[src/hdl/brlr_pkg.sv]
// Package for the byte ring buffer line reader.
// Holds the item and result structs, the controller state, command and status types.
// No dependencies.
`default_nettype none

package brlr_pkg;

  // Fixed field widths
  localparam int LEN_W  = 7;
  localparam int FREE_W = 11;

  localparam logic [7:0] NEWLINE = 8'h0A;

  // Item kind codes
  typedef enum logic [1:0] {
    KIND_WRITE = 2'd0,
    KIND_READ  = 2'd1,
    KIND_FLUSH = 2'd2
  } kind_t;

  typedef struct packed {
    logic [1:0]       kind;
    logic [7:0]       data_byte;
    logic [LEN_W-1:0] max_len;
  } item_t;

  typedef struct packed {
    logic [7:0]        read_byte;
    logic              line_found;
    logic              accepted;
    logic              last;
    logic [FREE_W-1:0] free_space;
  } result_t;

  typedef enum logic [1:0] {
    ST_IDLE,
    ST_SCAN,
    ST_EMIT
  } state_t;

  // Controller to datapath commands
  typedef struct packed {
    logic write_item;
    logic flush_item;
    logic idle_result;
    logic scan_init;
    logic scan_miss;
    logic emit_init;
    logic walk;
    logic emit;
  } ctl_cmd_t;

  // Datapath to controller status
  typedef struct packed {
    logic scan_hit;
    logic scan_end;
    logic emit_last;
  } ctl_stat_t;

endpackage

`default_nettype wire

[src/hdl/brlr_ctrl.sv]
// Controller state machine of the line reader: decodes transactions and sequences
// the scan and emit passes. Depends on brlr_pkg.
`default_nettype none

module brlr_ctrl (
  input  wire logic                clk,
  input  wire logic                rst,
  input  wire logic                start,
  input  wire logic [1:0]          kind,
  input  wire brlr_pkg::ctl_stat_t stat,
  output brlr_pkg::ctl_cmd_t       cmd,
  output logic                     busy
);
  import brlr_pkg::*;

  state_t state;
  state_t state_next;

  // State register
  always_ff @(posedge clk) begin
    if (rst) begin
      state <= ST_IDLE;
    end else begin
      state <= state_next;
    end
  end

  // Next state
  always_comb begin
    state_next = state;
    case (state)
      ST_IDLE: begin
        if (start && (kind_t'(kind) == KIND_READ)) begin
          state_next = ST_SCAN;
        end
      end
      ST_SCAN: begin
        if (stat.scan_hit) begin
          state_next = ST_EMIT;
        end else if (stat.scan_end) begin
          state_next = ST_IDLE;
        end
      end
      ST_EMIT: begin
        if (stat.emit_last) begin
          state_next = ST_IDLE;
        end
      end
      default: begin
        state_next = ST_IDLE;
      end
    endcase
  end

  // Commands
  always_comb begin
    cmd  = '0;
    busy = (state != ST_IDLE);
    case (state)
      ST_IDLE: begin
        if (start) begin
          case (kind_t'(kind))
            KIND_WRITE: cmd.write_item  = 1'b1;
            KIND_READ:  cmd.scan_init   = 1'b1;
            KIND_FLUSH: cmd.flush_item  = 1'b1;
            default:    cmd.idle_result = 1'b1;
          endcase
        end
      end
      ST_SCAN: begin
        if (stat.scan_hit) begin
          cmd.emit_init = 1'b1;
        end else if (stat.scan_end) begin
          cmd.scan_miss = 1'b1;
        end else begin
          cmd.walk = 1'b1;
        end
      end
      ST_EMIT: begin
        cmd.walk = 1'b1;
        cmd.emit = 1'b1;
      end
      default: begin
        cmd = '0;
      end
    endcase
  end

endmodule

`default_nettype wire

[config.mk]
export PLATFORM = sky130hd
export DESIGN_NAME = brlr_ctrl
export DESIGN_NICKNAME = d
export VERILOG_FILES = /design/src/hdl/brlr_pkg.sv /design/src/hdl/brlr_ctrl.sv
export SDC_FILE = /design/constraint.sdc
export NUM_CORES = 1
export LEC_CHECK = 0
export ABC_AREA = 1
export ABC_CLOCK_PERIOD_IN_PS = 2800
export BUFFER_PORTS_ARGS = -buffer_cell sky130_fd_sc_hd__buf_2
export CAP_MARGIN = 20
export CORE_AREA = 2 2 39 41
export CTS_CLUSTER_DIAMETER = 120
export DETAILED_ROUTE_END_ITERATION = 8
export DIE_AREA = 0 0 41 43
export MAX_ROUTING_LAYER = met4
export PLACE_DENSITY = 0.42
export SYNTH_ARGS = -nofsm -noshare
export SYNTH_HDL_FRONTEND = slang
export SYNTH_SLANG_ARGS = --single-unit
export TNS_END_PERCENT = 20
[constraint.sdc]
create_clock -name clk -period 2.8 [get_ports clk]
set_clock_uncertainty 0.2 [all_clocks]
set_input_delay 0.56 -clock clk [delete_from_list [all_inputs] [get_ports clk]]
set_output_delay 0.56 -clock clk [all_outputs]
set_load 0.1 [all_outputs]
==> summary.txt <==
Die
  – Starting density of the core: 0.183
  – Vertical die dimension: 43 um
  – Total number of placement rows: 14
  – Die X-Extent: 41 um
  – Core region area: 1380 sq um
  – I/O pin cnt: 17
  – Die Outline Area: 1760 sq um

Pwr
  – Static Leak: 0.201 nW
  – Total power: 0.000153 W
  – Peak VDD IR: 0.124 mV
  – Power density of the placed cells: 399 nW/um^2

Clock network
  – Post-CTS Repair Setup Buffers: 0
  – Count of instances resized after the clock tree is built: 0
  – Clk Tree Root Cell: sky130_fd_sc_hd__clkbuf_4
  – Clock sink count: 2
  – Reg clk slew, reported paths: 30 ps
  – CTS Buffer Depth: 2
  – Number of clock buffers inserted by TritonCTS: 3
  – Latest clock arrival within the worst-skew pair: 220 ps
  – TritonCTS clock tree: yes
  – H-tree levels: 1
  – Cts-stage hold buffer count: 0

Cells and area
  – Post-route non-filler standard cell count: 70
  – Antenna fix cells: 0
  – Largest registers: state: 2 flops
  – Final layout net count: 67
  – Util after Layout: 0.278
  – Register with the most flip-flops: state
  – Synth-to-Final Area Change: 52.0%
  – Multi-input logic area: 191 sq um
  – Number of flip-flops in the largest register: 2
  – Share of cells above drive strength 1: 0.556
  – Sequential standard cell area: 40.0 sq um
  – Fillers: 173
  – Final non-filler cell area: 384 sq um

Drt
  – Routed length per instance: 7.69 um
  – Count of unresolved DRC violations after routing: 0
  – Vias per std cell: 4.01
  – Number of design-rule violations left by the first detailed-router iteration: 3
  – Antenna-violating nets left: 0
  – Sum of routed wire length over all layers: 538 um
  – Number of detailed-routing iterations run before antenna repair: 2
  – Routed vias: 281

Synthesis
  – Post-synth net total: 46
  – Flops & latches, synth: 2
  – Count of distinct cell types in the synthesized netlist: 16
  – Fraction of the yosys area taken by sequential cells: 0.158
  – Post-synthesis instance area: 253 sq um
  – Average instance area after synthesis: 7.22 sq um
  – FFs w/ async S/R, synth: 0
  – Largest cells by area after synthesis: sky130_fd_sc_hd__dfxtp_1, sky130_fd_sc_hd__ha_1, sky130_fd_sc_hd__inv_1
  – Cell taking the most area after synthesis: sky130_fd_sc_hd__dfxtp_1
  – Top cell types by occurrence after synthesis: sky130_fd_sc_hd__inv_1, sky130_fd_sc_hd__nand2_1, sky130_fd_sc_hd__ha_1
  – Most instantiated library cell after synthesis: sky130_fd_sc_hd__inv_1
  – Number of enable flip-flop cells after synthesis: 0
  – Number of instances in the synthesized netlist: 35
  – Share of the synthesized area in the top cell type: 0.158
  – Warning count from the yosys run: 0
  – Post-synth top flop: sky130_fd_sc_hd__dfxtp_1

Flow run
  – Number of max-cap violations: 0

Setup path
  – CP startpoint kind: flip-flop
  – Required @ worst endpoint: 2040 ps
  – Critical setup path kind: flip-flop to primary output
  – Maximum net fanout on the critical path: 4
  – Data arrival time at the worst-slack endpoint: 1520 ps
  – Sort of element at the end of the critical path: primary output

GRT
  – Global routing usage summed across all routing layers: 0.0739
  – Initial antenna violation count: 0
  – Global-route wire length before repair: 828 um
  – Vias in the first global route: 245
  – GR Overflow Total: 0
  – Maximum number of pins on one net before global-route repair: 5

Run status
  – Outcome: completed

STA
  – Final min period: 2280 ps
  – Actual slew at the worst max-slew pin: 485 ps
  – Pins over their slew limit: 0
  – Number of setup violations in the final report: 0
  – Rel. slew slack: 0.679
  – Share of the clock period used by the worst path after layout: 0.813
  – FMAX: 439 MHz
  – RSZ-0062 raised after global routing: false
  – Hold violation total from the final report: 0

Placed design
  – Post-DP HPWL: 473 um
  – Port buffer count: 16
  – Final weighted congestion in routability-driven placement: 0.642
  – Count of placed standard cells including taps: 67
  – Total cell area at the placement stage: 362 sq um

Hold path
  – Worst min path class: flip-flop to flip-flop
cells in the final DEF, fill, tap and decap left out:
cell / synthesis / layout
sky130_fd_sc_hd__buf_2: 0 / 16
sky130_fd_sc_hd__inv_1: 7 / 7
sky130_fd_sc_hd__nand2_1: 6 / 6
sky130_fd_sc_hd__ha_1: 3 / 3
sky130_fd_sc_hd__clkbuf_4: 0 / 3
sky130_fd_sc_hd__nand3_1: 2 / 2
sky130_fd_sc_hd__nor2_1: 2 / 2
sky130_fd_sc_hd__nand3_2: 2 / 2
sky130_fd_sc_hd__nor2_2: 2 / 2
sky130_fd_sc_hd__a21oi_2: 2 / 2
sky130_fd_sc_hd__dfxtp_1: 2 / 2
sky130_fd_sc_hd__clkinv_1: 1 / 1
sky130_fd_sc_hd__nor2_4: 1 / 1
sky130_fd_sc_hd__nand2_2: 1 / 1
sky130_fd_sc_hd__a21boi_2: 0 / 1
sky130_fd_sc_hd__and3b_1: 1 / 1
sky130_fd_sc_hd__nor3_2: 0 / 1
sky130_fd_sc_hd__a21oi_4: 1 / 1
metrics by stage:
| stage | worst slack, ps | TNS (ps) | hold slack [ps] |
|---|---|---|---|
| 6_report | 523 | 0 | 285 |
| 5_1_grt | 422 | 0 | 313 |
| 4_1_cts | 499 | 0 | 291 |
| 3_5_place_dp | 592 | 0 | 286 |
| 3_3_place_gp | 599 | 0 | 289 |
| 2_1_floorplan | -227 | -227 | 258 |
critical path: stages, from the launching register on:
cell	delay [ps]
sky130_fd_sc_hd__dfxtp_1	320
sky130_fd_sc_hd__inv_1	70
sky130_fd_sc_hd__ha_1	270
sky130_fd_sc_hd__nand2_2	100
sky130_fd_sc_hd__a21boi_2	110
sky130_fd_sc_hd__buf_2	430
routing by layer:
layer  share of wire  track usage
met2            0.53        0.113
met5               0            -
met1            0.40       0.0671
met3           0.065       0.0314
met4               0       0.0600
power by group:
group / internal, W / switching (W)
Combinational: 0.0000131 / 0.0000464
Clock: 0.0000473 / 0.0000163
Sequential: 0.0000296 / 0.000000651
Total: 0.0000900 / 0.0000633
worst paths after layout:
path,depth (start not counted),slack [ps],from,endpoint
setup / recovery,5,520,state[1],cmd[1]
hold / removal,2,290,state[0],state[0]
setup reg to reg,7,1420,state[0],state[1]
hold reg to reg,2,290,state[0],state[0]
logic make-up (layout without fill, tap and decap cells):
kind of cell	Yosys count	in the layout	synth area share
simple gates	18	18	0.411
buf+inv	8	27	0.119
flops	2	2	0.158
compound gates	4	4	0.163
fa+ha+maj	3	3	0.149
cell type report:
type / instances / share of cell area
Clock buffer: 3 / 0.0586
Inverter: 8 / 0.0782
Multi-Input combinational cell: 25 / 0.498
Sequential cell: 2 / 0.104
Tap cell: 16 / 0.0521
Timing Repair Buffer: 16 / 0.208
No activity file was read; power rests on OpenSTA's default activity.
